File: config.mk
export PLATFORM = sky130hd
export DESIGN_NAME = lapsharp_post
export DESIGN_NICKNAME = d
export VERILOG_FILES = /design/src/rtl/lapsharp_pkg.sv /design/src/rtl/lapsharp_post.sv
export SDC_FILE = /design/constraint.sdc
export NUM_CORES = 1
export LEC_CHECK = 0
export BUFFER_PORTS_ARGS = -buffer_cell sky130_fd_sc_hd__buf_2
export CORE_MARGIN = 2
export CORE_UTILIZATION = 53
export DETAILED_ROUTE_END_ITERATION = 6
export PLACE_DENSITY_LB_ADDON = 0.1
export SLEW_MARGIN = 20
export SYNTH_ARGS = -nofsm -noshare
export SYNTH_HDL_FRONTEND = slang
export SYNTH_SLANG_ARGS = --single-unit
export TNS_END_PERCENT = 10
File: constraint.sdc
create_clock -name clk -period 10.88 [get_ports clk]
set_input_delay 2.176 -clock clk [delete_from_list [all_inputs] [get_ports clk]]
set_output_delay 2.176 -clock clk [all_outputs]
set_load 0.01 [all_outputs]
File: src/rtl/lapsharp_pkg.sv
`timescale 1ns / 1ps
// ----------------------------------------------------------------------------
// lapsharp_pkg
// Shared constants and types for the 3x3 laplacian sharpening block.
// ----------------------------------------------------------------------------
package lapsharp_pkg;

  localparam int DEF_MAX_WIDTH  = 2048;
  localparam int HEIGHT_CAP     = 4096;
  localparam int MIN_DIM        = 3;

  localparam int PIX_W          = 8;
  localparam int FW_REG_W       = 12;
  localparam int FH_REG_W       = 13;
  localparam int ROW_W          = 12;
  localparam int LAP_W          = 12;

  localparam logic [FW_REG_W-1:0] FRAME_WIDTH_RST  = 12'd640;
  localparam logic [FH_REG_W-1:0] FRAME_HEIGHT_RST = 13'd480;

  localparam int APB_DATA_W     = 32;
  localparam int APB_ADDR_W     = 3;

  // register indexes (byte address / 4)
  localparam logic REG_FRAME_WIDTH  = 1'b0;
  localparam logic REG_FRAME_HEIGHT = 1'b1;

  // divide by 3 as multiply by reciprocal, exact for magnitudes up to 2040
  localparam logic [9:0] DIV3_RECIP = 10'd683;
  localparam int         DIV3_SHIFT = 11;

  typedef struct packed {
    logic valid;
    logic last;
  } stage_ctl_t;

endpackage

File: src/rtl/lapsharp_post.sv
`timescale 1ns / 1ps
// ----------------------------------------------------------------------------
// lapsharp_post
// Divide by three, add centre, clamp; output register with skid stage.
// ----------------------------------------------------------------------------
module lapsharp_post
  import lapsharp_pkg::*;
#(
  parameter int MAX_WIDTH = DEF_MAX_WIDTH
) (
  input  logic                           clk,
  input  logic                           rst,
  input  stage_ctl_t                     lap_ctl,
  input  logic signed [LAP_W-1:0]        lap,
  input  logic [PIX_W-1:0]               lap_centre,
  input  logic [ROW_W-1:0]               lap_row,
  input  logic [$clog2(MAX_WIDTH)-1:0]   lap_col,
  output logic                           advance,
  output logic                           out_valid,
  input  logic                           out_ready,
  output logic [PIX_W-1:0]               pixel_out,
  output logic [ROW_W-1:0]               out_row,
  output logic [$clog2(MAX_WIDTH)-1:0]   out_col,
  output logic                           frame_last
);

  localparam int CW = $clog2(MAX_WIDTH);

  logic [10:0]        mag;
  logic [20:0]        prod;
  logic [9:0]         q_mag;
  logic signed [11:0] v;
  logic [PIX_W-1:0]   res;
  logic               push;

  logic               skid_valid;
  logic [PIX_W-1:0]   skid_pix;
  logic [ROW_W-1:0]   skid_row;
  logic [CW-1:0]      skid_col;
  logic               skid_last;

  // truncating divide: work on the magnitude, restore the sign
  always_comb begin
    mag   = lap[LAP_W-1] ? 11'(-lap) : 11'(lap);
    prod  = 21'(mag) * 21'(DIV3_RECIP);
    q_mag = prod[DIV3_SHIFT +: 10];
    if (lap[LAP_W-1]) begin
      v = $signed({4'b0000, lap_centre}) - $signed({2'b00, q_mag});
    end else begin
      v = $signed({4'b0000, lap_centre}) + $signed({2'b00, q_mag});
    end
    if (v < 0) begin
      res = '0;
    end else if (v > 12'sd255) begin
      res = 8'hff;
    end else begin
      res = v[PIX_W-1:0];
    end
  end

  assign advance = !skid_valid;
  assign push    = advance && lap_ctl.valid;

  always_ff @(posedge clk) begin
    if (rst) begin
      out_valid  <= 1'b0;
      skid_valid <= 1'b0;
    end else if (out_ready || !out_valid) begin
      if (skid_valid) begin
        out_valid  <= 1'b1;
        skid_valid <= 1'b0;
      end else begin
        out_valid <= push;
      end
    end else if (push) begin
      skid_valid <= 1'b1;
    end
  end

  always_ff @(posedge clk) begin
    if (out_ready || !out_valid) begin
      if (skid_valid) begin
        pixel_out  <= skid_pix;
        out_row    <= skid_row;
        out_col    <= skid_col;
        frame_last <= skid_last;
      end else begin
        pixel_out  <= res;
        out_row    <= lap_row;
        out_col    <= lap_col;
        frame_last <= lap_ctl.last;
      end
    end else if (push) begin
      skid_pix  <= res;
      skid_row  <= lap_row;
      skid_col  <= lap_col;
      skid_last <= lap_ctl.last;
    end
  end

endmodule

### Yosys cells after proc, flatten, opt, wreduce, memory -nomap -nowiden

Cells that the tools add are included.

| storage, ports and cells | value |
|---|---|
| register bits | 66 |
| bits of input ports | 48 |

| operators by class | value |
|---|---|
| add/sub/neg operators | 3 |
| $mul | 1 |
| magnitude comparators | 2 |
| multiplexer cells | 9 |
| bitwise operators | 1 |
| reductions and logical operators | 6 |

Operators with widths:

| cell | number |
|---|---|
| two-way mux 12 bit | 2 |
| two-way mux 8 bit | 3 |
| two-way mux 11 bit | 2 |
| multiplier 11 x 10 -> 21 bit (second input constant) | 1 |
| greater-than comparator 12 x 9 -> 1 bit (second input constant) | 1 |
| < comparator 12 x 1 -> 1 bit (second input constant) | 1 |
| adder 8 x 10 -> 11 bit | 1 |
| negator 11 bit | 1 |
| subtractor 8 x 10 -> 11 bit | 1 |
| zero test 1 bit | 2 |
| two-way mux 1 bit | 2 |
| AND reduction 2 bit | 1 |
| OR reduction 2 bit | 1 |
| logical AND 1 bit | 1 |
| logical OR 1 bit | 1 |
| inverter 1 bit | 1 |

### Depth between registers and ports, before layout

| logic depth | value |
|---|---|
| depth after elaboration | 9 |
| gate-level depth with buffers | 34 |
| depth with buffers taken out | 32 |

### Worst setup path after synthesis

No wires, ideal clock.

| path | value |
|---|---|
| path kind | in2reg |
| start point | input lap[7] |
| end point | register pixel_out[3] (data pin) |
| setup time | 0.278 ns |
| arrival time | 9.288 ns |
| path slack | 1.314 ns |
| stages | 31 |
| buffers on the path | 1 |
| cells stage by stage | or4_1 o21ai_0 xor2_1 inv_1 ha_1 ha_1 inv_1 fa_1 inv_1 fa_1 inv_1 fa_1 inv_1 ha_1 a21o_1 a211o_1 a31o_2 a21oi_1 nor2_1 a211o_1 xor2_1 ha_1 nor3b_1 a21oi_1 o41ai_1 o41ai_1 o21ai_0 xnor2_1 a311oi_4 buf_6 a31oi_1 |

| between the ends | value |
|---|---|
| cells in the longest elaborated chain, start to end | 9 |

RTL lines:

| item | RTL line | text |
|---|---|---|
| start, declared | lapsharp_post.sv:14 | `input logic signed [LAP_W-1:0] lap,` |
| negator 11 bit | lapsharp_post.sv:44 | `mag = lap[LAP_W-1] ? 11'(-lap) : 11'(lap);` |
| two-way mux 11 bit * | lapsharp_post.sv:44 |  |
| multiplier 11 x 10 -> 21 bit * | lapsharp_post.sv:45 | `prod = 21'(mag) * 21'(DIV3_RECIP);` |
| adder 8 x 10 -> 11 bit or subtractor 8 x 10 -> 11 bit (tied branches) | lapsharp_post.sv:50, lapsharp_post.sv:48 |  |
| two-way mux 12 bit * | lapsharp_post.sv:47 | `if (lap[LAP_W-1]) begin` |
| greater-than comparator 12 x 9 -> 1 bit | lapsharp_post.sv:54 | `end else if (v > 12'sd255) begin` |
| two-way mux 8 bit | lapsharp_post.sv:54 |  |
| two-way mux 8 bit * | lapsharp_post.sv:52 | `if (v < 0) begin` |
| two-way mux 8 bit * | lapsharp_post.sv:82 | `if (skid_valid) begin` |
| end signal, assigned | lapsharp_post.sv:83 | `pixel_out <= skid_pix;` |
| end signal, assigned | lapsharp_post.sv:88 | `pixel_out <= res;` |
| end, declared | lapsharp_post.sv:21 | `output logic [PIX_W-1:0] pixel_out,` |

Every way passes the cells marked *; elsewhere a longest branch is shown, timed or not.
A chain may end at the register's enable or synchronous reset.

### Final worst setup path

| path | value |
|---|---|
| start point | input lap[5] |
| end point | register pixel_out[1] (data pin) |

Same word-level chain as after synthesis.

==> impl.org <==
** Setup path
- Number of cells traversed by the worst register-to-register path :: 4
- By instance count, the cell type seen most on the critical path is inv_1.
- Crit-path max FO :: 16
- Startpoint of the worst register-to-register path :: out_valid$_SDFFE_PP0P_
- Stage delay of the slowest cell on the critical path :: 0.65 ns
- Crit Reg-Reg Endpoint :: skid_row[6]$_DFFE_PP_
- The critical path in this run is classified as primary input to register.
- The critical path starts at lap[5].
- In this run the register-to-register setup slack is 8.58 ns.
- Endpoint kind of the worst setup timing path :: register
- STA classifies the critical path startpoint as a primary input.
- For the worst setup path, the data required time is 10.93 ns.
- The largest individual stage delay along the critical path comes from the cell a311oi_4.
- Crit path DAT :: 10.06 ns

** Logic synthesis
- Post-synthesis sequential element count :: 66
- Top post-synthesis cells by area :: edfxtp_1 (35%), ha_1 (19%), fa_1 (9.0%)
- Number of synthesized flops with an enable pin :: 64
- Ys async rst share :: 0%
- A synthesized cell averages 11.24 um^2.
- Counting every net in the synthesized netlist gives 649.
- Sequential fraction of the synthesis area :: 35.47%
- Number of distinct library cells after synthesis :: 53
- After technology mapping, the gate count stands at 492.
- Cell type with the largest total area after synthesis :: edfxtp_1
- Yosys printed 0 warnings.
- Post-Synthesis Cell Area :: 5532 um^2
- The top cell type by area accounts for 34.74% of the synthesized area.
- Top_reg_cell synth :: edfxtp_1

** Drt
- Length of the first detailed-routing pass in iterations :: 5
- Iteration-0 DRC count of the detailed router :: 243
- For this block, the routed nets add up to 10.63 mm of wire.
- Number of vias per cell after detailed routing :: 5.408
- Routed wire length per instance :: 14.74 um
- For this run, design rule violations remaining after detail routing come to 0.
- Via count :: 3899
- Post-DRT Antenna Nets :: 0

** Place
- Routability-driven placement finished with a final weighted congestion of 0.8710.
- Detailed placement finished with a half-perimeter wire length of 8.602 mm.
- Count of port buffers added during placement :: 81

** Global route
- Number of global-route vias before repair :: 3769
- Number of antenna violations at the first check in global routing :: 0
- Global-route wire length before repair :: 17.83 mm
- Total grt overflow :: 0
- Overall routing resource usage :: 19.86%
- Pin count of the biggest net entering global routing :: 36

** Clocking
- For this design, the CTS-stage hold fixing added 0 buffers.
- CTS placed an instance of clkbuf_8 at the clock tree root.
- Clk pin slew, worst setup/hold paths :: 0.07 ns
- CTS tree :: yes
- Number of buffers added by the clock tree synthesis step :: 9
- The H-tree generated during clock tree synthesis spans 3 levels.
- CTS max path bufs :: 2
- PostCTS Resize Cnt :: 0
- CTS saw 66 sinks.
- The clock reaches the later pin of the worst-skew pair after 0.33 ns.
- Setup bufs post-CTS :: 0

** Worst hold path
- Tightest Hold Check Type :: register to register
- Hold-critical path depth :: 1
- In this run the most critical hold path is launched from skid_col[8]$_DFFE_PP_.
- The path with the worst hold slack has its endpoint at out_col[8]$_DFFE_PP_.

** Die
- Area of the die :: 11270 um^2
- Ports :: 82
- In this run the standard cell core region covers 10230 um^2.
- Initial core utilization :: 54.07%
- After floorplanning, the core was divided into 37 placement rows.
- The die is 106.2 um tall.
- Die extent in x :: 106.2 um

** STA
- The clock period could shrink to 10.01 ns.
- The number of max-slew violations in the final report came to 0.
- Final Skew :: 0.009877 ns
- Worst-margin pin slew :: 1.012 ns
- In the finished design, the share of the clock period the worst path needs comes to 92.00%.
- Number of failing hold endpoints at the final stage :: 0
- Fmax :: 99.91 MHz
- In this run the tightest slew margin relative to its limit is 32.26%.
- Sum of negative setup slack :: 0 ns
- Setup repair after global routing left no endpoint under its margin.
- Setup violations remaining at the end of the flow were counted as 0.

** Finish
- Final net count :: 738
- Ant diodes :: 0
- Fraction of final layout cells sized beyond drive strength 1 :: 23.93%
- The area growth from synthesis to layout is 14.27%.

** Run
- Max-capacitance violation count :: 0

** Status
- Result of the run :: finished clean
==> flip-flops by register name, summed over array words and instances (netlist names) <==
register / cells
frame_last: 1
out_col: 11
out_row: 12
out_valid: 1
pixel_out: 8
skid_col: 11
skid_last: 1
skid_pix: 8
skid_row: 12
skid_valid: 1
==> critical path: cells and delay by family <==
kind            cells  cell delay [ns]
simple gates        3             0.71
xor+xnor            3             0.54
buf+inv             7             0.60
compound gates     12             3.35
fa+ha+maj           7             2.66
==> layout make-up <==
class | instances | area, um^2
Clock buffer | 10 | 127.6
Clock inverter | 5 | 80.08
Fill cell | 846 | 3910
Inverter | 67 | 251.5
Multi-Input combinational cell | 350 | 3279
Sequential cell | 66 | 1962
Tap cell | 136 | 170.2
Timing Repair Buffer | 87 | 450.4
==> cell usage after synthesis, drive strengths merged (6+ instances only) <==
master	count
a21oi	27
inv	66
clkbuf	6
a31oi	8
a21o	12
o21ai	15
nand2	16
nor2	24
mux2	25
fa	25
xor2	14
o21bai	8
edfxtp	64
nor3	6
ha	84
xnor2	24
and3	6
==> cell families after synthesis <==
| family | Yosys count | share of synthesized area (%) |
|---|---|---|
| AOI/OAI and AO/OA | 99 | 12.58 |
| muxes | 27 | 5.451 |
| DFF | 66 | 35.47 |
| buffers and inverters | 76 | 5.338 |
| and+or+nand+nor | 77 | 7.102 |
| xor gates and xnor gates | 38 | 6.017 |
| adders and majority gates | 109 | 28.05 |
==> metal layers <==
metal / track usage, % / routed length, um / up-vias
li1: - / - / 1940
met1: 28.63 / 5199 / 1844
met2: 30.95 / 4799 / 109
met3: 3.311 / 540 / 6
met4: 5.639 / 87 / 0
met5: 0 / 0 / -
==> metrics by stage <==
step	utilization (%)	cells	hold WS, ns	setup WS [ns]	cell area [um^2]
floorplan	-	492	0.5232	1.314	5532
global placement	59.75	706	0.5253	0.7305	6113
detailed placement	59.75	706	0.5313	0.5452	6113
CTS	61.78	721	0.5488	0.8919	6321
global route	61.78	721	0.5633	0.3825	6321
finish	61.78	721	0.5439	0.8705	6321
==> placed cells by master, fill, tap and decap left out, drive strengths merged, types with 10 or more instances in the layout <==
cell type  instances
buf               87
a21o              12
nand2             16
ha                84
a21oi             27
edfxtp            64
o21ai             15
xnor2             24
clkbuf            10
nor2              24
fa                25
inv               66
xor2              14
mux2              25
==> how the worst max path moves through the flow <==
stage                              to  slack [ns]  cells after the start
2_1_floorplan  pixel_out[3]$_DFFE_PP_        1.31                     31
3_3_place_gp   pixel_out[4]$_DFFE_PP_        0.73                     30
3_5_place_dp   pixel_out[1]$_DFFE_PP_        0.55                     32
4_1_cts        pixel_out[1]$_DFFE_PP_        0.89                     32
5_1_grt        pixel_out[7]$_DFFE_PP_        0.38                     32
6_report       pixel_out[1]$_DFFE_PP_        0.87                     32
Power is left out: the tool's default activity adds up to more than one toggle a clock period on the data nets, which glitch-free logic cannot reach.
