<file path="src/rtl/lapsharp_pkg.sv">
`timescale 1ns / 1ps
// ----------------------------------------------------------------------------
// lapsharp_pkg
// Shared constants and types for the 3x3 laplacian sharpening block.
// ----------------------------------------------------------------------------
package lapsharp_pkg;

  localparam int DEF_MAX_WIDTH  = 2048;
  localparam int HEIGHT_CAP     = 4096;
  localparam int MIN_DIM        = 3;

  localparam int PIX_W          = 8;
  localparam int FW_REG_W       = 12;
  localparam int FH_REG_W       = 13;
  localparam int ROW_W          = 12;
  localparam int LAP_W          = 12;

  localparam logic [FW_REG_W-1:0] FRAME_WIDTH_RST  = 12'd640;
  localparam logic [FH_REG_W-1:0] FRAME_HEIGHT_RST = 13'd480;

  localparam int APB_DATA_W     = 32;
  localparam int APB_ADDR_W     = 3;

  // register indexes (byte address / 4)
  localparam logic REG_FRAME_WIDTH  = 1'b0;
  localparam logic REG_FRAME_HEIGHT = 1'b1;

  // divide by 3 as multiply by reciprocal, exact for magnitudes up to 2040
  localparam logic [9:0] DIV3_RECIP = 10'd683;
  localparam int         DIV3_SHIFT = 11;

  typedef struct packed {
    logic valid;
    logic last;
  } stage_ctl_t;

endpackage

</file>
<file path="src/rtl/lapsharp_scan.sv">
`timescale 1ns / 1ps
// ----------------------------------------------------------------------------
// lapsharp_scan
// Raster position counters and per-pixel output tags.
// ----------------------------------------------------------------------------
module lapsharp_scan
  import lapsharp_pkg::*;
#(
  parameter int MAX_WIDTH = DEF_MAX_WIDTH
) (
  input  logic                           clk,
  input  logic                           rst,
  input  logic                           restart,
  input  logic                           accept,
  input  logic [$clog2(MAX_WIDTH)-1:0]   width_m1,
  input  logic [ROW_W-1:0]               height_m1,
  output logic [$clog2(MAX_WIDTH)-1:0]   col,
  output logic [$clog2(MAX_WIDTH)-1:0]   tag_col,
  output logic [ROW_W-1:0]               tag_row,
  output logic                           tag_emit,
  output logic                           tag_last
);

  localparam int CW = $clog2(MAX_WIDTH);

  logic [ROW_W-1:0] row;
  logic [CW-1:0]    col_next;
  logic [ROW_W-1:0] row_next;

  always_comb begin
    col_next = col + CW'(1);
    row_next = row;
    if (col == width_m1) begin
      col_next = '0;
      row_next = (row == height_m1) ? '0 : row + ROW_W'(1);
    end
  end

  always_ff @(posedge clk) begin
    if (rst || restart) begin
      col <= '0;
      row <= '0;
    end else if (accept) begin
      col <= col_next;
      row <= row_next;
    end
  end

  // window centre sits one row up and one column left of the newest pixel
  assign tag_emit = (row >= ROW_W'(2)) && (col >= CW'(2));
  assign tag_row  = row - ROW_W'(1);
  assign tag_col  = col - CW'(1);
  assign tag_last = (row == height_m1) && (col == width_m1);

endmodule

</file>
<file path="config.mk">
export PLATFORM = sky130hd
export DESIGN_NAME = lapsharp_scan
export DESIGN_NICKNAME = d
export VERILOG_FILES = /design/src/rtl/lapsharp_pkg.sv /design/src/rtl/lapsharp_scan.sv
export SDC_FILE = /design/constraint.sdc
export NUM_CORES = 1
export LEC_CHECK = 0
export BUFFER_PORTS_ARGS = -buffer_cell sky130_fd_sc_hd__buf_4
export CAP_MARGIN = 20
export CORE_MARGIN = 3
export CORE_UTILIZATION = 43
export CTS_BUF_LIST = sky130_fd_sc_hd__clkbuf_4 sky130_fd_sc_hd__clkbuf_8
export CTS_CLUSTER_SIZE = 14
export DETAILED_ROUTE_END_ITERATION = 7
export GPL_ROUTABILITY_DRIVEN = 0
export GPL_TIMING_DRIVEN = 1
export HOLD_SLACK_MARGIN = 0.1
export PLACE_DENSITY = 0.69
export SETUP_SLACK_MARGIN = 0.02
export SYNTH_ARGS = -nofsm -noshare
export SYNTH_HDL_FRONTEND = slang
export SYNTH_SLANG_ARGS = --single-unit
</file>
<file path="constraint.sdc">
create_clock -name clk -period 2 [get_ports clk]
set_input_delay 0.2 -clock clk [delete_from_list [all_inputs] [get_ports clk]]
set_output_delay 0.2 -clock clk [all_outputs]
set_load 0.01 [all_outputs]
</file>
* Word-level counts from Yosys, hierarchy flattened
Cells that the tools add are included.
** Word-level totals
- Input port bits :: 27
- Flip-flop bits (word level) :: 23
- Output and inout bits :: 36
- Logic and storage cells :: 16
** Operators by class
- Mux-type cells :: 2
- Equal/unequal tests :: 2
- Order comparisons :: 2
- Reduce and logical (&&, ||, !) cells :: 4
- $add $sub $neg :: 4
** Operators with widths (number)
- adder 12 x 1 -> 12 bit, second input constant :: 1
- == test 12 bit :: 1
- >= comparator 12 x 2 -> 1 bit, second input constant :: 1
- two-way mux 12 bit :: 1
- subtractor 12 x 1 -> 12 bit, second input constant :: 1
- adder 11 x 1 -> 11 bit, second input constant :: 1
- == test 11 bit :: 1
- >= comparator 11 x 2 -> 1 bit, second input constant :: 1
- two-way mux 11 bit :: 1
- subtractor 11 x 1 -> 11 bit, second input constant :: 1
- logical AND 1 bit :: 2
- AND reduction 2 bit :: 1
- logical OR 1 bit :: 1

* Longest topological paths before layout
Gate-level depths: netlist of the first run.
- Word-level depth :: 2
- Mapped depth :: 7
- Depth with buffers taken out :: 6

* Worst setup path after synthesis of the first run
Ideal clock, no wire load.
- Kind :: register to register
- From :: reg col[8]
- To :: reg row[10]
- Cell stages (with the launch flop) :: 8
- Slack :: 0.210 ns
- Required time :: 1.864 ns
- Arrival :: 1.654 ns
- Path buffers :: 2
- Period minus slack after synthesis :: 1.790 ns
- Setup time :: 0.136 ns
- Cells stage by stage :: dfxtp_1 -> clkbuf_1 -> xor2_1 -> nor4_4 -> nand4_2 -> clkbuf_1 -> a32oi_1 -> o41ai_2
** On the way
- Cells in the longest elaborated chain, start to end :: 2
** RTL lines
- start: declaration :: RTL line lapsharp_scan.sv:17 : output logic [$clog2(MAX_WIDTH)-1:0] col,
- start signal: assignment :: RTL line lapsharp_scan.sv:44 : col <= col_next;
- == test 11 bit :: RTL line lapsharp_scan.sv:33 : if (col == width_m1) begin
- AND reduction 2 bit (no source line)
- end signal: assignment :: RTL line lapsharp_scan.sv:45 : row <= row_next;
- end: declaration :: RTL line lapsharp_scan.sv:26 : logic [ROW_W-1:0] row;
Every way passes these cells.
A chain may end at the register's enable or synchronous reset.

* Worst setup path after layout of the first run
- From :: reg col[5]
- To :: out tag_col[9]
** On the way
- Cells in the longest elaborated chain, start to end :: 1
** RTL lines
- subtractor 11 x 1 -> 11 bit :: RTL line lapsharp_scan.sv:52 : assign tag_col = col - CW'(1);
- end: declaration :: RTL line lapsharp_scan.sv:18 : output logic [$clog2(MAX_WIDTH)-1:0] tag_col,
Every way passes these cells.

==> flow_summary.yaml, run 1 <==
run_status:
  outcome: "complete, no violations"
die:
  die_area_mm2: 0.00537
  die_x_um: 73.3
  die_height_um: 73.3
  fp.coreArea_mm2: 0.00417
  initial_utilization: 0.467
  io_pins: 63
  num_rows: 23
worst_setup_path:
  cp_data_required_time_ns: 1.80
  reg2reg_slack_ns: 0.17
  cp_startpoint_kind: "flop"
  reg_to_reg_startpoint: "row[3]"
  timing.rr.end: "row[8]"
  crit_path_max_fanout: 10
  worstPathBufferInverterCount: 2
  arrival_ns: 1.77
  worst_path_largest_cell_delay_ns: 0.56
  cpLargestDelayFamily: "simple AND/OR/NAND/NOR gates"
  ff2ff_path_depth: 8
  critical-path-slowest-cell: "or4_4"
  critical_path.startpoint: "col[5]"
  crit_path_cell_trace: "buf_6 -> or4_4 -> nand2b_4 -> xnor2_2 -> buf_4"
  timing.setup.critical_path_class: "flop to primary output"
  crit_cells: 5
  end_kind: "primary output"
  worstSetupEndpoint: "tag_col[9]"
cells_and_area:
  final_net_count: 339
  post-route-util: 0.649
  area_delta_synth_final_pct: 39.0
  fillCellCount: 381
  finalNonFillerCells: 355
  insertedDiodeCount: 0
  final_layout_size_suffix_gt1_frac: 0.420
  layout.cell_area.non_filler_mm2: 0.00271
min_path:
  min_path_type: "input pin to flop"
  timing.hold.worst_path_depth: 3
power:
  proportion_of_power_drawn_by_flip_flops_and_latches: 0.497
  cellLeakagePower_nw: 1.28
  internal_power_mw: 0.683
  ir_worst_vdd_v: 0.000294
  power_frac_clock: 0.327
  p_sw_frac: 0.261
  combPwrFrac: 0.176
  total_power_mw: 0.923
  total_switching_power_mw: 0.241
  power.density_mw_per_mm2: 341
global_routing:
  grt_max_degree: 25
  global_route.usage.total: 0.204
  global_route.overflow_total: 0
  number_of_global_route_vias_before_repair: 1750
  groute.layer.met1.usage: 0.303
  grtUsageMet2: 0.318
  antenna_violations_before_repair: 0
  grt_first_pass_wirelength_um: 8580
  grt_busiest_layer: "met2"
  grt.met3_usage: 0.0192
placed_design:
  place.port_buffers: 62
  placed_instance_area_mm2: 0.00252
  pre_cts_ws_ns: 0.156
  dp_hpwl_um: 3970
  dp_cells: 350
logic_synthesis:
  post_synth_inst_count: 241
  postSynth.asyncResetShare: 0
  yosys_register_bits: 23
  synth_most_common_cell: "xor2_1"
  synth.top_cells.by_count: "xor2_1 (45), dfxtp_1 (23), nand2_1 (22), nor2_1 (22)"
  synth-seq-area-share: 0.236
  post_synthesis_cell_area_mm2: 0.00195
  synth.avg_cell_area_um2: 8.08
  ys_dominant_reg_cell: "dfxtp_1"
  syn-num-nets: 274
  synth-edff-count: 0
  synth.lib_cells_used.distinct: 35
  cell_accounting_for_the_most_synthesized_area: "dfxtp_1"
  synth.top_cells.by_area: "dfxtp_1 (24%), xor2_1 (20%), o41ai_2 (5.8%)"
  synth_top_area_frac: 0.236
  yosys_warnings: 0
clocking:
  clock_tree.buffer_depth: 2
  worstSkewPairLatency_ns: 0.27
  clk_pin_slew_ns: 0.09
  clk_root_buffer_cell: "clkbuf_8"
  clock_tree.htree_level_count: 1
  cts_made_buffers: 3
  tritoncts: "yes"
  clock_sinks: 23
detailed_routing:
  vias_per_cell: 5.41
  detailedRoute.firstPassIterationCount: 4
  drtAntennaViolNets: 0
  routed_wl_um: 5330
  wl_per_cell_um: 15.0
  detailroute.via_count: 1919
  drt-initial-drc-count: 168
  drt_drc_violations_left: 0
sta:
  worst-slew-pin-transition_ns: 0.387
  max_freq_mhz: 508
  rsz0062_at_grt: "true"
  skew_ns: 0.00400
  worst_slew_margin_rel: 0.741
  post-route-worst-setup-slack_ns: 0.0328
  min_period_ns: 1.97
  timing_max_transition_violations_final: 0
  finalHoldWorstSlack_ns: 0.250
  final_count_of_hold_timing_violations: 0
  finalSetupTns_ns: 0
  final.period_utilization: 0.984
  setup_viol: 0
run:
  drv_cap: 0
[cell type report]
cell class / instances / area (µm²) / share of cell area
clock buffers: 3 / 41.3 / 0.0152
multi-input cells: 186 / 1450 / 0.536
inverters: 7 / 30.0 / 0.0111
well taps: 50 / 62.6 / 0.0231
repair buffers: 85 / 642 / 0.237
flip-flops and latches: 23 / 475 / 0.176
clock inverters: 1 / 5.00 / 0.00185
[cells by family after synthesis]
family,Yosys count,share of synthesized area
and+or+nand+nor,104,0.284
muxes,1,0.00514
xor gates and xnor gates,50,0.225
adders and majority gates,6,0.0385
AOI/OAI and AO/OA,25,0.134
DFF,23,0.236
buffers and inverters,32,0.0771
[worst reg2reg max path, delay by kind of cell (launching register included)]
family / cells / cell delay (ns)
AOI/OAI and AO/OA: 1 / 0.16
xor gates and xnor gates: 1 / 0.16
buffers and inverters: 3 / 0.51
DFF: 1 / 0.35
and+or+nand+nor: 3 / 0.52
[cell usage in the layout, fill, tap and decap left out, types with 6 or more instances in the layout]
master / Yosys / layout
buf_4: 0 / 84
xor2_1: 45 / 45
nor2_1: 22 / 22
nand2_1: 22 / 21
and3_1: 15 / 15
nand3_1: 14 / 13
dfxtp_1: 23 / 13
a32oi_1: 10 / 10
dfxtp_2: 0 / 9
o41ai_2: 7 / 7
inv_1: 7 / 6
nor3_1: 11 / 6
[worst min-delay path by stage]
stage	startpoint	end	slack, ns
global route	accept	col[0]	0.27
finish	accept	col[0]	0.25
floorplan	rst	row[8]	0.47
CTS	accept	col[0]	0.25
detailed placement	accept	col[0]	0.53
global placement	accept	col[1]	0.52
[metal layers]
layer  vias to the layer above  part of all wire
met2                        68              0.45
met4                         0            0.0086
met1                       874              0.45
met5                         -                 0
li1                        973                 -
met3                         4             0.082
[power by group through the flow]
stage	logic (mW)	registers (mW)	clock network (mW)
floorplan	0.0689	0.473	0
global placement	0.151	0.471	0
detailed placement	0.151	0.471	0
CTS	0.155	0.460	0.309
global route	0.177	0.459	0.326
finish	0.162	0.459	0.302
[state kept, by name (all words and copies together) (netlist names)]
signal / count
col: 11
row: 12
[repair_timing]
action,CTS,global route
pin swaps,2,3
gates resized for setup,11,22
setup endpoints to repair,9,14
setup buffers,1,0
gates cloned,0,0
hold buffers,0,0
Note: power is estimated with default switching activity, not from simulation.
==> run 2: changes to the inputs <==
==> constraint.sdc (replaced) <==
create_clock -name clk -period 2.45 [get_ports clk]
set_input_delay 0.245 -clock clk [delete_from_list [all_inputs] [get_ports clk]]
set_output_delay 0.245 -clock clk [all_outputs]
set_load 0.01 [all_outputs]
==> flow_summary.yaml, run 2 (synthesis results as in run 1) <==
run_status:
  outcome: "complete, no violations"
clocking:
  post_cts.repair.setup_buffers: 0
  tritoncts: "yes"
  clock_tree.htree_level_count: 1
  clk_pin_slew_ns: 0.08
  clock_tree.buffer_depth: 2
  cts_made_buffers: 3
  worstSkewPairLatency_ns: 0.27
  clock_sinks: 23
  clk_root_buffer_cell: "clkbuf_8"
power:
  power_frac_clock: 0.331
  proportion_of_power_drawn_by_flip_flops_and_latches: 0.507
  cellLeakagePower_nw: 1.17
  combPwrFrac: 0.162
  ir_worst_vdd_v: 0.000193
  total_switching_power_mw: 0.192
  internal_power_mw: 0.551
  power.density_mw_per_mm2: 303
  p_sw_frac: 0.259
cells_and_area:
  max_flop_register: "row"
  finalNonFillerCells: 339
  fillCellCount: 400
  most-common-layout-cells: "buf_4 (69), xor2_1 (45), dfxtp_1 (23)"
  final_layout_size_suffix_gt1_frac: 0.298
  largest_register_ff_count: 12
  area_delta_synth_final_pct: 26.1
  final_net_count: 323
  commonest_non_fill_non_tap_cell_in_the_layout: "buf_4"
  top_regs: "row x12, col x11"
  insertedDiodeCount: 0
worst_setup_path:
  critical-path-slowest-cell: "dfxtp_1"
  crit_path_cell_trace: "nor4_2 -> nand3_1 -> nor4_1 -> xor2_1 -> buf_4"
  worstSetupEndpoint: "tag_row[9]"
  crit_path_max_fanout: 11
  arrival_ns: 1.92
  cp_data_required_time_ns: 2.20
  ff2ff_path_depth: 5
  reg2reg_slack_ns: 0.41
  cp_startpoint_kind: "flop"
  timing.setup.critical_path_class: "flop to primary output"
  worst_path_largest_cell_delay_ns: 0.44
  end_kind: "primary output"
  timing.rr.end: "row[3]"
  reg_to_reg_startpoint: "col[9]"
  critical_path.startpoint: "row[3]"
detailed_routing:
  vias_per_cell: 5.50
  drtAntennaViolNets: 0
  detailedRoute.firstPassIterationCount: 4
  drt-initial-drc-count: 92
  drt_drc_violations_left: 0
  detailroute.via_count: 1865
  routed_wl_um: 5080
  wl_per_cell_um: 15.0
die:
  die_x_um: 73.3
  io_pins: 63
  fp.coreArea_mm2: 0.00417
  die_height_um: 73.3
  die_area_mm2: 0.00537
  num_rows: 23
  initial_utilization: 0.467
sta:
  max_freq_mhz: 463
  finalSetupTns_ns: 0
  final_count_of_hold_timing_violations: 0
  setup_viol: 0
  final.period_utilization: 0.882
  timing_max_transition_violations_final: 0
  min_period_ns: 2.16
  skew_ns: 0.00286
  worst_slew_margin_rel: 0.657
  worst-slew-pin-transition_ns: 0.512
  rsz0062_at_grt: "false"
placed_design:
  dp_hpwl_um: 3860
  place.port_buffers: 62
  dp_cells: 335
global_routing:
  grt.met3_usage: 0.0178
  number_of_global_route_vias_before_repair: 1697
  grt_first_pass_wirelength_um: 8290
  global_route.usage.total: 0.196
  groute.layer.met1.usage: 0.282
  grtUsageMet2: 0.306
  antenna_violations_before_repair: 0
  global_route.overflow_total: 0
  grt_max_degree: 17
  grt_busiest_layer: "met2"
run:
  drv_cap: 0
min_path:
  min_path_type: "input pin to flop"
run 2: changes by cell type in the layout (fill, tap and decap cells not counted), sizes merged:
| cell | change |
|---|---|
| inv | +1 |
| buf | -16 |
| clkinvlp | -1 |
run 2: worst max-delay path: cells and delay by family, from the launching register on:
family                 cells  cell delay, ns
flip-flops                 1            0.44
XOR/XNOR                   1            0.17
buffers and inverters      1            0.14
AND/OR/NAND/NOR            3            0.89
run 2: worst min path at each step:
stage	start	endpoint	cells past startpoint
after detailed placement	col[2]	col[2]	2
after global routing	accept	col[1]	3
final	accept	col[0]	3
after CTS	accept	col[1]	3
after floorplan	rst	row[8]	4
after global placement	col[2]	col[2]	2
run 2: stage by stage:
| stage | total power, mW | util | instance area [µm²] | hold slack, ns | setup WS [ns] |
|---|---|---|---|---|---|
| 2_1_floorplan | 0.442 | - | 1950 | 0.515 | 0.636 |
| 3_3_place_gp | 0.505 | 0.576 | 2400 | 0.562 | 0.473 |
| 3_5_place_dp | 0.507 | 0.576 | 2400 | 0.575 | 0.448 |
| 4_1_cts | 0.750 | 0.587 | 2450 | 0.294 | 0.191 |
| 5_1_grt | 0.777 | 0.589 | 2460 | 0.300 | 0.0340 |
| 6_report | 0.743 | 0.589 | 2460 | 0.299 | 0.289 |
run 2: routing by layer:
layer,up-vias,wire (µm)
met5,-,0
met4,0,61
met3,4,301
met2,58,2300
met1,862,2420
li1,941,-
run 2: power by group through the flow:
stage,Sequential [mW],Clock (mW),Combinational [mW]
after floorplan,0.386,0,0.0562
after global placement,0.386,0,0.120
after detailed placement,0.386,0,0.121
after CTS,0.377,0.252,0.121
after global routing,0.377,0.268,0.131
final,0.377,0.246,0.120
run 2: timing repair:
item                                    CTS  global route
endpoints found under the setup margin    0             2
resized for setup                         0             1
hold buffers                              0             0
run 2: layout make-up:
type                            instances  area, µm²  share of cell area
Clock buffer                            3       41.3              0.0168
Clock inverter                          1       5.00             0.00204
Inverter                                7       26.3              0.0107
Multi-Input combinational cell        186       1340               0.547
Sequential cell                        23        460               0.187
Tap cell                               50       62.6              0.0255
Timing Repair Buffer                   69        518               0.211
