===== src/rtl/lapsharp_pkg.sv =====
`timescale 1ns / 1ps
// ----------------------------------------------------------------------------
// lapsharp_pkg
// Shared constants and types for the 3x3 laplacian sharpening block.
// ----------------------------------------------------------------------------
package lapsharp_pkg;

  localparam int DEF_MAX_WIDTH  = 2048;
  localparam int HEIGHT_CAP     = 4096;
  localparam int MIN_DIM        = 3;

  localparam int PIX_W          = 8;
  localparam int FW_REG_W       = 12;
  localparam int FH_REG_W       = 13;
  localparam int ROW_W          = 12;
  localparam int LAP_W          = 12;

  localparam logic [FW_REG_W-1:0] FRAME_WIDTH_RST  = 12'd640;
  localparam logic [FH_REG_W-1:0] FRAME_HEIGHT_RST = 13'd480;

  localparam int APB_DATA_W     = 32;
  localparam int APB_ADDR_W     = 3;

  // register indexes (byte address / 4)
  localparam logic REG_FRAME_WIDTH  = 1'b0;
  localparam logic REG_FRAME_HEIGHT = 1'b1;

  // divide by 3 as multiply by reciprocal, exact for magnitudes up to 2040
  localparam logic [9:0] DIV3_RECIP = 10'd683;
  localparam int         DIV3_SHIFT = 11;

  typedef struct packed {
    logic valid;
    logic last;
  } stage_ctl_t;

endpackage


===== src/rtl/lapsharp_regs.sv =====
`timescale 1ns / 1ps
// ----------------------------------------------------------------------------
// lapsharp_regs
// APB register file for frame size, with clamped effective dimensions.
// ----------------------------------------------------------------------------
module lapsharp_regs
  import lapsharp_pkg::*;
#(
  parameter int MAX_WIDTH = DEF_MAX_WIDTH
) (
  input  logic                           clk,
  input  logic                           rst,
  input  logic                           psel,
  input  logic                           penable,
  input  logic                           pwrite,
  input  logic [APB_ADDR_W-1:0]          paddr,
  input  logic [APB_DATA_W-1:0]          pwdata,
  output logic [APB_DATA_W-1:0]          prdata,
  output logic                           pready,
  output logic [$clog2(MAX_WIDTH)-1:0]   width_m1,
  output logic [ROW_W-1:0]               height_m1,
  output logic                           restart
);

  logic [FW_REG_W-1:0] frame_width;
  logic [FH_REG_W-1:0] frame_height;
  logic                reg_idx;
  logic [31:0]         fw_ext;
  logic [31:0]         fh_ext;
  logic [31:0]         w_eff;
  logic [31:0]         h_eff;

  assign pready  = 1'b1;
  assign reg_idx = paddr[2];
  assign restart = psel && penable && pwrite && pready;

  always_ff @(posedge clk) begin
    if (rst) begin
      frame_width  <= FRAME_WIDTH_RST;
      frame_height <= FRAME_HEIGHT_RST;
    end else if (restart) begin
      unique case (reg_idx)
        REG_FRAME_WIDTH:  frame_width  <= pwdata[FW_REG_W-1:0];
        REG_FRAME_HEIGHT: frame_height <= pwdata[FH_REG_W-1:0];
      endcase
    end
  end

  always_comb begin
    unique case (reg_idx)
      REG_FRAME_WIDTH:  prdata = APB_DATA_W'(frame_width);
      REG_FRAME_HEIGHT: prdata = APB_DATA_W'(frame_height);
    endcase
  end

  // clamp to the supported frame size
  always_comb begin
    fw_ext = 32'(frame_width);
    fh_ext = 32'(frame_height);
    if (fw_ext < 32'(MIN_DIM)) begin
      w_eff = 32'(MIN_DIM);
    end else if (fw_ext > 32'(MAX_WIDTH)) begin
      w_eff = 32'(MAX_WIDTH);
    end else begin
      w_eff = fw_ext;
    end
    if (fh_ext < 32'(MIN_DIM)) begin
      h_eff = 32'(MIN_DIM);
    end else if (fh_ext > 32'(HEIGHT_CAP)) begin
      h_eff = 32'(HEIGHT_CAP);
    end else begin
      h_eff = fh_ext;
    end
    width_m1  = ($clog2(MAX_WIDTH))'(w_eff - 32'd1);
    height_m1 = ROW_W'(h_eff - 32'd1);
  end

endmodule


===== config.mk =====
export PLATFORM = sky130hd
export DESIGN_NAME = lapsharp_regs
export DESIGN_NICKNAME = d
export VERILOG_FILES = /design/src/rtl/lapsharp_pkg.sv /design/src/rtl/lapsharp_regs.sv
export SDC_FILE = /design/constraint.sdc
export NUM_CORES = 1
export LEC_CHECK = 0
export BUFFER_PORTS_ARGS = -buffer_cell sky130_fd_sc_hd__buf_4
export CAP_MARGIN = 40
export CORE_ASPECT_RATIO = 0.8
export CORE_MARGIN = 2
export CORE_UTILIZATION = 51
export CTS_BUF_LIST = sky130_fd_sc_hd__clkbuf_4 sky130_fd_sc_hd__clkbuf_8
export DETAILED_ROUTE_END_ITERATION = 7
export GPL_TIMING_DRIVEN = 0
export PLACE_DENSITY_LB_ADDON = 0.2
export SLEW_MARGIN = 0
export SYNTH_ARGS = -nofsm -noshare
export SYNTH_HDL_FRONTEND = slang
export SYNTH_SLANG_ARGS = --single-unit

===== constraint.sdc =====
create_clock -name clk -period 7.5 [get_ports clk]
set_clock_uncertainty 0.05 [all_clocks]
set_input_delay 0.75 -clock clk [delete_from_list [all_inputs] [get_ports clk]]
set_output_delay 0.75 -clock clk [all_outputs]
set_load 0.05 [all_outputs]

Yosys cells after proc, flatten, opt, wreduce, memory -nomap -nowiden
Index checks and enable logic that the tools add are counted.
- word-level logic and storage cells: 18
- flip-flop bits (word level): 25
- output and inout port bits: 57
- input port bits: 40
- reductions and logical operators: 4
- add/sub/neg operators: 2
- bitwise operators: 1
- $lt $le $gt $ge: 4
- mux-type cells: 5
- operator list (kind ; count):
    32-bit case mux with 2 select lines ; 1
    12-bit two-way mux ; 2
    11-bit two-way mux ; 2
    13-bit > comparator, second input constant ; 1
    13-bit by 2-bit < comparator with 1-bit output, second input constant ; 1
    12-bit > comparator, second input constant ; 1
    12-bit by 2-bit < comparator with 1-bit output, second input constant ; 1
    12-bit by 1-bit subtractor with 12-bit output, second input constant ; 1
    11-bit by 1-bit subtractor with 11-bit output, second input constant ; 1
    2-bit AND reduction ; 2
    1-bit logical AND ; 2
    1-bit inverter ; 1

Longest topological paths before layout
Gate-level depths: netlist of run 1.
- depth in word-level cells: 4
- mapped depth: 10
- gate-level depth less buffers: 8

Worst setup path before layout of run 1
OpenSTA, ideal clock, no wires.
- path kind: flip-flop to output port
- start: register frame_width[3]
- end: output width_m1[10]
- data required time: 6.700 ns
- data arrival time: 3.672 ns
- path buffers: 2
- slack: 3.028 ns
- stages on the path, launching flop included: 10
- cells stage by stage: dfxtp_1 > buf_4 > or4_1 > nor3_1 > o21ai_0 > ha_1 > clkbuf_1 > inv_1 > nor3_1 > o21ai_0
- word-level cells in the longest chain between the ends: 4
- elaborated cells between the ends (all ways): 5
- classes of those cells: 1 x add/sub; 2 x order compare; 2 x mux
- ends and longest elaborated chain (element ; line ; source):
    start, declared ; lapsharp_regs.sv:25 ; logic [FW_REG_W-1:0] frame_width;
    start signal, assigned ; lapsharp_regs.sv:43 ; REG_FRAME_WIDTH: frame_width <= pwdata[FW_REG_W-1:0];
    12-bit > comparator ; lapsharp_regs.sv:62 ; end else if (fw_ext > 32'(MAX_WIDTH)) begin
    11-bit two-way mux ; lapsharp_regs.sv:62 ;
    11-bit two-way mux (*) ; lapsharp_regs.sv:60 ; if (fw_ext < 32'(MIN_DIM)) begin
    11-bit by 1-bit subtractor with 11-bit output (*) ; lapsharp_regs.sv:74 ; width_m1 = ($clog2(MAX_WIDTH))'(w_eff - 32'd1);
    end, declared ; lapsharp_regs.sv:20 ; output logic [$clog2(MAX_WIDTH)-1:0] width_m1,
Every way passes the cells marked *; elsewhere a longest branch is shown, timed or not.

Worst setup path in the final report of run 1
- start: register frame_height[5]
- end: output height_m1[8]
- word-level cells in the longest chain between the ends: 4
- elaborated cells between the ends (all ways): 5
- classes of those cells: 1 x add/sub; 2 x order compare; 2 x mux
- ends and longest elaborated chain (element ; line ; source):
    start, declared ; lapsharp_regs.sv:26 ; logic [FH_REG_W-1:0] frame_height;
    start signal, assigned ; lapsharp_regs.sv:44 ; REG_FRAME_HEIGHT: frame_height <= pwdata[FH_REG_W-1:0];
    13-bit > comparator ; lapsharp_regs.sv:69 ; end else if (fh_ext > 32'(HEIGHT_CAP)) begin
    12-bit two-way mux ; lapsharp_regs.sv:69 ;
    12-bit two-way mux (*) ; lapsharp_regs.sv:67 ; if (fh_ext < 32'(MIN_DIM)) begin
    12-bit by 1-bit subtractor with 12-bit output (*) ; lapsharp_regs.sv:75 ; height_m1 = ROW_W'(h_eff - 32'd1);
    end, declared ; lapsharp_regs.sv:21 ; output logic [ROW_W-1:0] height_m1,
Marked as above.

==> results.ini, run 1 <==
[power]
powerDensity_mw_per_mm2 = 144
p_leak_nw = 1.09
irDropWorstVdd_v = 0.0000763

[placement]
io_buffers = 54
pre_cts_slack_ns = 4.02
dp_cells = 386
gp_congestion = 0.904
dp_hpwl_um = 4010

[grt]
grt_max_degree = 15
grt_first_pass_wirelength_um = 8430
overflow = 0
antenna_found_initial = 0
grt_util_all_layers = 0.244
grt_pass1_vias = 1865

[timing]
min_period_over_period = 0.509
period_needed_ns = 3.82
setup_ws_ns = 3.68
whs_ns = 0.466
timing.slew.headroom = 0.493
maxSlewViolCount = 0
worst_slew_pin_slew_ns = 0.753
setup_viol = 0
setup_tns_ns = 0
rsz0062_at_grt = no
hold_viol = 0
clock.fmax_mhz = 262

[min_path]
hp-class = register to register
min_from = frame_height[11]

[routing]
drt-total-wl_um = 5230
drt_iter0_markers = 134
drc_errors = 0
via_count = 2142
ant_nets = 0
wl_per_cell_um = 13.4
via_per_inst = 5.49
drtPass1Iterations = 4

[clock_tree]
cts_tree = yes
cts_buffers = 3
cts_setup_buffers = 0
cts_root_buf = clkbuf_8
path_clk_slew_ns = 0.09
post_cts_resized = 0
h-tree-depth = 1
insertion_delay_ns = 0.27
cts-hold-fix-buffers = 0
clock_path_buffers = 2
clock-sinks = 25

[worst_setup_path]
path_class = register to output port
r2r_start = frame_height[12]
cp_max_fo = 10
crit_start = frame_height[5]
end_kind = output port
cp_data_arrival_time_ns = 3.02
cp-start-kind = register
required_ns = 6.70

[finish]
multi_input_area_mm2 = 0.00125
drive_gt1_frac = 0.286
instances_no_fill = 390
regArea_um2 = 500
area_growth_pct = 29.7
diodes = 0
n_fill_cell = 351
nets = 389

[yosys]
synth_area_mm2 = 0.00194
synth_top_area_frac = 0.258
yosysSeqAreaShare = 0.258
synth_ff_type = dfxtp_1
syn_inst = 270
synthArstFlopShare = 0
yosys.cell_types.count = 48
yosysWarnings = 0
synth.avg_cell_area_um2 = 7.17
synth_area_leaders = dfxtp_1 (26%), nand2_1 (12%), buf_4 (8.5%)
synth-seq-cells = 25
synth_edf_count = 0
synth_top_area_cell = dfxtp_1

[flow_run]
drv_cap = 0

[floorplanning]
initial_core_util = 0.519
coreArea_mm2 = 0.00373
die_w_um = 72.9
io_pins = 97
die_h_um = 59.1
rows = 20
design.die.area_mm2 = 0.00431

[run_status]
status = finished, final reports clean

-- cells in the final DEF (no fill, tap or decap), types with 5 or more instances in the layout --
cell,instances
nand2_1,60
mux2_2,11
a21oi_1,25
clkbuf_1,13
a31oi_1,6
nand3b_1,10
nor2_1,10
o21ai_0,9
conb_1,20
dfxtp_1,25
inv_1,5
buf_4,76
nor3_1,9
nor4_1,7
-- sequential cells by signal, indices dropped and copies added, names as in the netlist --
register and cells:
frame_height 13, frame_width 12
-- cell type report --
type | count | area share
repair buffers | 54 | 0.161
clock buffers | 3 | 0.0164
well taps | 44 | 0.0219
plain buffers | 38 | 0.0932
multi-input cells | 220 | 0.498
flip-flops and latches | 25 | 0.199
clock inverters | 1 | 0.00199
inverters | 5 | 0.00747
-- worst max-delay path, cell delays in order (launching register included) --
cell      delay (ns)
dfxtp_1         0.30
clkbuf_1        0.21
nor4_1          0.67
and3_1          0.31
o21ai_0         0.12
ha_1            0.26
clkbuf_1        0.24
nor3b_1         0.25
a21oi_1         0.06
o211ai_1        0.11
buf_4           0.22
-- through the flow --
stage	utilization	power, mW	instance area [um^2]
after floorplan	-	0.250	2000
after global routing	0.673	0.376	2510
after global placement	0.661	0.283	2460
after CTS	0.673	0.362	2510
after detailed placement	0.661	0.284	2460
final	0.673	0.361	2510
-- cell families (layout without fill, tap and decap cells) --
logic type / after synthesis / in the layout / synth area share
adders and majority gates: 2 / 2 / 0.0129
buffers and inverters: 43 / 101 / 0.130
AOI/OAI and AO/OA: 58 / 58 / 0.183
xor gates and xnor gates: 4 / 4 / 0.0181
DFF: 25 / 25 / 0.258
other: 2 / 20 / 0.00388
and+or+nand+nor: 123 / 123 / 0.318
muxes: 13 / 13 / 0.0743
-- cells in the mapped netlist (4+ instances only) --
cell type / count
or3_1: 4
o21ai_0: 9
nand2_1: 60
dfxtp_1: 25
a31oi_1: 6
and3_1: 4
mux2_2: 11
clkbuf_1: 13
nor3_1: 9
inv_1: 5
xnor2_1: 4
nand3b_1: 10
nor4_1: 7
nor2_1: 10
buf_4: 22
a21oi_1: 25
-- path summary, 6_finish.rpt --
check / endpoint / slack [ns] / cells after the start
worst max register to register: frame_height[12] / 6.36 / 3
worst max-delay path: height_m1[8] / 3.68 / 10
worst min-delay path: frame_height[11] / 0.47 / 2
worst min register to register: frame_height[11] / 0.47 / 2
-- routing by layer --
| metal | GRT usage | vias to the layer above | share of wire |
|---|---|---|---|
| met5 | 0 | - | 0 |
| met4 | 0.0556 | 0 | 0.0073 |
| met3 | 0.0391 | 7 | 0.066 |
| met2 | 0.383 | 88 | 0.44 |
| met1 | 0.353 | 981 | 0.49 |
| li1 | - | 1066 | - |
-- power by group --
| group | switching [mW] | internal [mW] | leakage (nW) | total [mW] |
|---|---|---|---|---|
| sequential | 0.00404 | 0.136 | 0.203 | 0.140 |
| combinational | 0.0967 | 0.0459 | 0.861 | 0.143 |
| clock | 0.0417 | 0.0371 | 0.0255 | 0.0789 |
| total | 0.142 | 0.219 | 1.09 | 0.361 |
Note: power is estimated with default switching activity, not from simulation.
==> run 2, diff against run 1 <==
CORE_UTILIZATION = 43   (was 51)
clock period = 3.4 ns   (was 7.5 ns; I/O delays follow)
==> results.ini, run 2 (synthesized netlist as in run 1, its figures left out) <==
[run_status]
status = finished, final reports clean

[clock_tree]
h-tree-depth = 1  ; unchanged
cts-hold-fix-buffers = 0  ; unchanged
clock_path_buffers = 2  ; unchanged
clock-sinks = 25  ; unchanged
cts_root_buf = clkbuf_8
path_clk_slew_ns = 0.08  ; about the same
insertion_delay_ns = 0.27  ; about the same
cts_buffers = 3  ; unchanged
cts_tree = yes

[timing]
setup_ws_ns = 0.157  ; -3.52 ns
setup_viol = 0  ; unchanged
rsz0062_at_grt = no
clock.fmax_mhz = 308
setup_tns_ns = 0  ; unchanged
hold_viol = 0  ; unchanged
maxSlewViolCount = 0  ; unchanged
timing.slew.headroom = 0.471  ; -0.0220
worst_slew_pin_slew_ns = 0.786  ; +0.0327 ns
period_needed_ns = 3.24
min_period_over_period = 0.954

[finish]
regArea_um2 = 500  ; unchanged
nets = 390  ; +0.26%
n_fill_cell = 405  ; +15%
multi_input_area_mm2 = 0.00131  ; +4.4%
largest_reg_flops = 13  ; unchanged
layout_commonest_cell = buf_4
layout_common_cells = buf_4 (77), nand2_1 (60), a21oi_1 (25), dfxtp_1 (25), conb_1 (20)
area_growth_pct = 33.9
drive_gt1_frac = 0.317  ; +0.0309
regMostFlops = frame_height
top_regs = frame_height x13, frame_width x12
diodes = 0  ; unchanged

[floorplanning]
rows = 21  ; +5.0%
io_pins = 97  ; unchanged
design.die.area_mm2 = 0.00506  ; +17%
initial_core_util = 0.455  ; -0.0644
die_h_um = 64.0  ; +8.3%
die_w_um = 79.0  ; +8.4%
coreArea_mm2 = 0.00426  ; +14%

[worst_setup_path]
cp_data_arrival_time_ns = 2.85  ; -0.17 ns
required_ns = 3.01  ; -3.69 ns
end_kind = output port
cp_max_fo = 9  ; -1
cp-start-kind = register
path_class = register to output port

[placement]
gp_congestion = 0.868  ; -4.1%
dp_hpwl_um = 4130  ; +2.8%
io_buffers = 54  ; unchanged
pre_cts_slack_ns = 0.388  ; -3.63 ns

[routing]
drt_iter0_markers = 170  ; +27%
via_count = 2174  ; +1.5%
drtPass1Iterations = 4  ; unchanged
via_per_inst = 5.38  ; -2.0%
drt-total-wl_um = 5430  ; +3.7%
wl_per_cell_um = 13.4  ; +0.11%
ant_nets = 0  ; unchanged
drc_errors = 0  ; unchanged

[power]
powerDensity_mw_per_mm2 = 314  ; +120%
p_int_mw = 0.495  ; +130%
power.share.clock = 0.226  ; +0.008
combPwrFrac = 0.394  ; about the same
p_switching_mw = 0.319  ; +120%
seq_power_share = 0.380  ; -0.007
p_leak_nw = 1.12  ; +2.3%
irDropWorstVdd_v = 0.000229  ; +200%
p_sw_frac = 0.391  ; -0.00284

[flow_run]
drv_cap = 0  ; unchanged

[grt]
grt_max_degree = 14  ; -1
grt_pass1_vias = 1844  ; -1.1%
grt_util_all_layers = 0.201  ; -0.0424
grt_first_pass_wirelength_um = 8380  ; -0.65%
overflow = 0  ; unchanged
antenna_found_initial = 0  ; unchanged

[min_path]
hp-class = primary input to register

run 2: cell count changes in the layout (fill, tap and decap cells not counted), sizes merged:
cell	change
buf	+1
clkbuf	+1
clkinv	-1
run 2: power groups by stage:
| stage | clock network (mW) | logic [mW] | registers (mW) |
|---|---|---|---|
| after floorplan | 0 | 0.242 | 0.312 |
| final | 0.184 | 0.321 | 0.309 |
| after global routing | 0.196 | 0.337 | 0.311 |
| after detailed placement | 0 | 0.317 | 0.315 |
| after global placement | 0 | 0.315 | 0.315 |
| after CTS | 0.184 | 0.317 | 0.308 |
run 2: critical path, cell delays in order, from the launching register on:
cell and delay [ns]:
dfxtp_1 0.30, buf_4 0.15, or4_4 0.56, o41a_1 0.47, ha_1 0.22, clkbuf_1 0.20
inv_2 0.15, and3_1 0.17, a21oi_1 0.04, o211ai_1 0.10, buf_4 0.22
run 2: final timing paths:
kind	from	end	slack, ns	depth (start not counted)
hold reg to reg	frame_height[11]	frame_height[11]	0.46	2
setup reg to reg	frame_height[12]	frame_height[12]	2.22	3
hold / removal	pwdata[8]	frame_height[8]	0.24	3
setup / recovery	frame_width[3]	width_m1[8]	0.16	10
run 2: final cells by class:
class                   instances  area share
clock buffers                   4      0.0188
well taps                      57      0.0275
inverters                       5     0.00724
flip-flops and latches         25       0.193
repair buffers                 55       0.159
multi-input cells             220       0.504
plain buffers                  38      0.0903
run 2: metal layers:
layer,track usage,wire length (um),vias to the layer above
li1,-,-,1070
met1,0.297,2540,998
met2,0.309,2380,102
met3,0.0494,492,4
met4,0.0151,16,0
met5,0,0,-
run 2: stage by stage:
stage	cell area (um^2)	cells	power, mW	hold WS, ns	utilization
after floorplan	2030	288	0.554	0.396	-
after global placement	2510	399	0.630	0.440	0.589
after detailed placement	2510	399	0.632	0.448	0.589
after CTS	2560	403	0.810	0.240	0.601
after global routing	2590	404	0.844	0.247	0.609
final	2590	404	0.814	0.236	0.609
run 2: timing repair:
| action | CTS | global route |
|---|---|---|
| resized for setup | 0 | 6 |
| setup buffers | 0 | 1 |
| setup endpoints to repair | 0 | 9 |
==> run 3, diff against run 2 <==
CELL_PAD_IN_SITES_DETAIL_PLACEMENT = 1   (was default)
CELL_PAD_IN_SITES_GLOBAL_PLACEMENT = 1   (was default)
CORE_UTILIZATION = 29   (was 43)
==> results.ini, run 3 (synthesized netlist as in run 1, its figures left out) <==
[power]
seq_power_share = 0.382  ; +0.002
power.share.clock = 0.220  ; -0.006
p_int_mw = 0.486  ; -2.0%
powerDensity_mw_per_mm2 = 309  ; -1.5%
irDropWorstVdd_v = 0.000172  ; -25%
p_switching_mw = 0.326  ; +2.3%
combPwrFrac = 0.398  ; +0.004
p_leak_nw = 1.11  ; about the same
p_sw_frac = 0.401  ; +0.0101

[clock_tree]
h-tree-depth = 1  ; unchanged
insertion_delay_ns = 0.27  ; about the same
cts_buffers = 3  ; unchanged
cts_root_buf = clkbuf_8
path_clk_slew_ns = 0.09  ; about the same
cts_tree = yes
clock_path_buffers = 2  ; unchanged
clock-sinks = 25  ; unchanged

[floorplanning]
coreArea_mm2 = 0.00641  ; +51%
die_h_um = 77.1  ; +20%
io_pins = 97  ; unchanged
design.die.area_mm2 = 0.00735  ; +45%
initial_core_util = 0.302  ; -0.153
die_w_um = 95.4  ; +21%
rows = 26  ; +24%

[grt]
grt_max_degree = 15  ; +1
grt_first_pass_wirelength_um = 10100  ; +20%
overflow = 0  ; unchanged
grt_pass1_vias = 2075  ; +13%
antenna_found_initial = 0  ; unchanged
grt_util_all_layers = 0.171  ; -0.0305

[timing]
whs_ns = 0.235  ; -0.000639 ns
timing.slew.headroom = 0.514  ; +0.0430
setup_ws_ns = 0.178  ; +0.0216 ns
maxSlewViolCount = 0  ; unchanged
min_period_over_period = 0.948  ; -0.00635
setup_viol = 0  ; unchanged
clock.fmax_mhz = 310  ; +0.67%
worst_slew_pin_slew_ns = 0.722  ; -0.0639 ns
hold_viol = 0  ; unchanged
period_needed_ns = 3.22  ; -0.0216 ns
setup_tns_ns = 0  ; unchanged

[finish]
diodes = 0  ; unchanged
regMostFlops = frame_height
nets = 390  ; unchanged
layout_common_cells = buf_4 (77), nand2_1 (60), a21oi_1 (25), dfxtp_1 (25), conb_1 (20)
final_util = 0.409  ; -0.200
top_regs = frame_height x13, frame_width x12
instances_no_fill = 431  ; +6.7%
n_fill_cell = 832  ; +110%
multi_input_area_mm2 = 0.00131  ; unchanged
layout_commonest_cell = buf_4
largest_reg_flops = 13  ; unchanged
drive_gt1_frac = 0.317  ; unchanged
area_growth_pct = 35.5
regArea_um2 = 500  ; unchanged

[run_status]
status = finished, final reports clean

[flow_run]
drv_cap = 0  ; unchanged

[placement]
dp_hpwl_um = 4890  ; +18%
pre_cts_slack_ns = 0.303  ; -0.0846 ns
gp_congestion = 0.793  ; -8.6%
dp_cells = 426  ; +6.8%
io_buffers = 54  ; unchanged

[worst_setup_path]
cp_data_arrival_time_ns = 2.83  ; -0.02 ns
cp_max_fo = 9  ; unchanged
path_class = register to output port
end_kind = output port
cp-start-kind = register
required_ns = 3.01  ; about the same

[routing]
drc_errors = 0  ; unchanged
drt-total-wl_um = 6320  ; +16%
ant_nets = 0  ; unchanged
via_per_inst = 4.96  ; -7.8%
wl_per_cell_um = 14.7  ; +9.2%
via_count = 2139  ; -1.6%
drt_iter0_markers = 117  ; -31%
drtPass1Iterations = 5  ; +1

[min_path]
hp-class = primary input to register

[run 3: cell count changes in the layout (fill, tap and decap cells not counted), sizes merged]
cell and change:
clkbuf -1, clkinv +1
[run 3: through the flow]
step / area (um^2) / power, mW
after floorplan: 2030 / 0.554
after global placement: 2540 / 0.634
after detailed placement: 2540 / 0.636
after CTS: 2590 / 0.812
after global routing: 2620 / 0.851
final: 2620 / 0.811
[run 3: final timing paths]
path	start	to	slack, ns	cells after the start
max reg2reg	frame_height[12]	frame_height[12]	2.20	3
min	pwdata[5]	frame_height[5]	0.24	3
max	frame_width[3]	width_m1[8]	0.18	10
min reg2reg	frame_height[11]	frame_height[11]	0.47	2
[run 3: metal layers]
layer / vias up / routed length, um / track usage
met1: 1012 / 3130 / 0.243
met2: 54 / 2850 / 0.276
li1: 1071 / - / -
met3: 2 / 327 / 0.0354
met4: 0 / 8 / 0.0129
met5: - / 0 / 0
[run 3: power by group through the flow]
stage	Sequential, mW	Clock [mW]	Combinational (mW)
finish	0.310	0.179	0.323
detailed placement	0.316	0	0.320
global route	0.311	0.198	0.342
CTS	0.309	0.182	0.321
global placement	0.316	0	0.318
floorplan	0.312	0	0.242
[run 3: area by class of cell]
| class | instances | area share |
|---|---|---|
| buffer | 38 | 0.0892 |
| tap | 84 | 0.0401 |
| inverter | 5 | 0.00715 |
| multi-input combinational | 220 | 0.498 |
| timing repair buffer | 55 | 0.157 |
| clock inverter | 1 | 0.00191 |
| clock buffer | 3 | 0.0157 |
| sequential | 25 | 0.191 |
[run 3: repair_timing]
item | 4_1_cts | 5_1_grt
hold buffers | 0 | 0
buffers inserted | 0 | 1
resized for setup | 1 | 5
pin swaps | 0 | 2
setup endpoints to repair | 1 | 6
[run 3: worst max-delay path: stages (launching register included)]
cell      delay (ns)
dfxtp_1         0.31
buf_4           0.16
or4_4           0.56
o41a_1          0.43
ha_1            0.21
clkbuf_1        0.20
inv_2           0.15
and3_1          0.16
a21oi_1         0.04
o211ai_1        0.10
buf_4           0.22
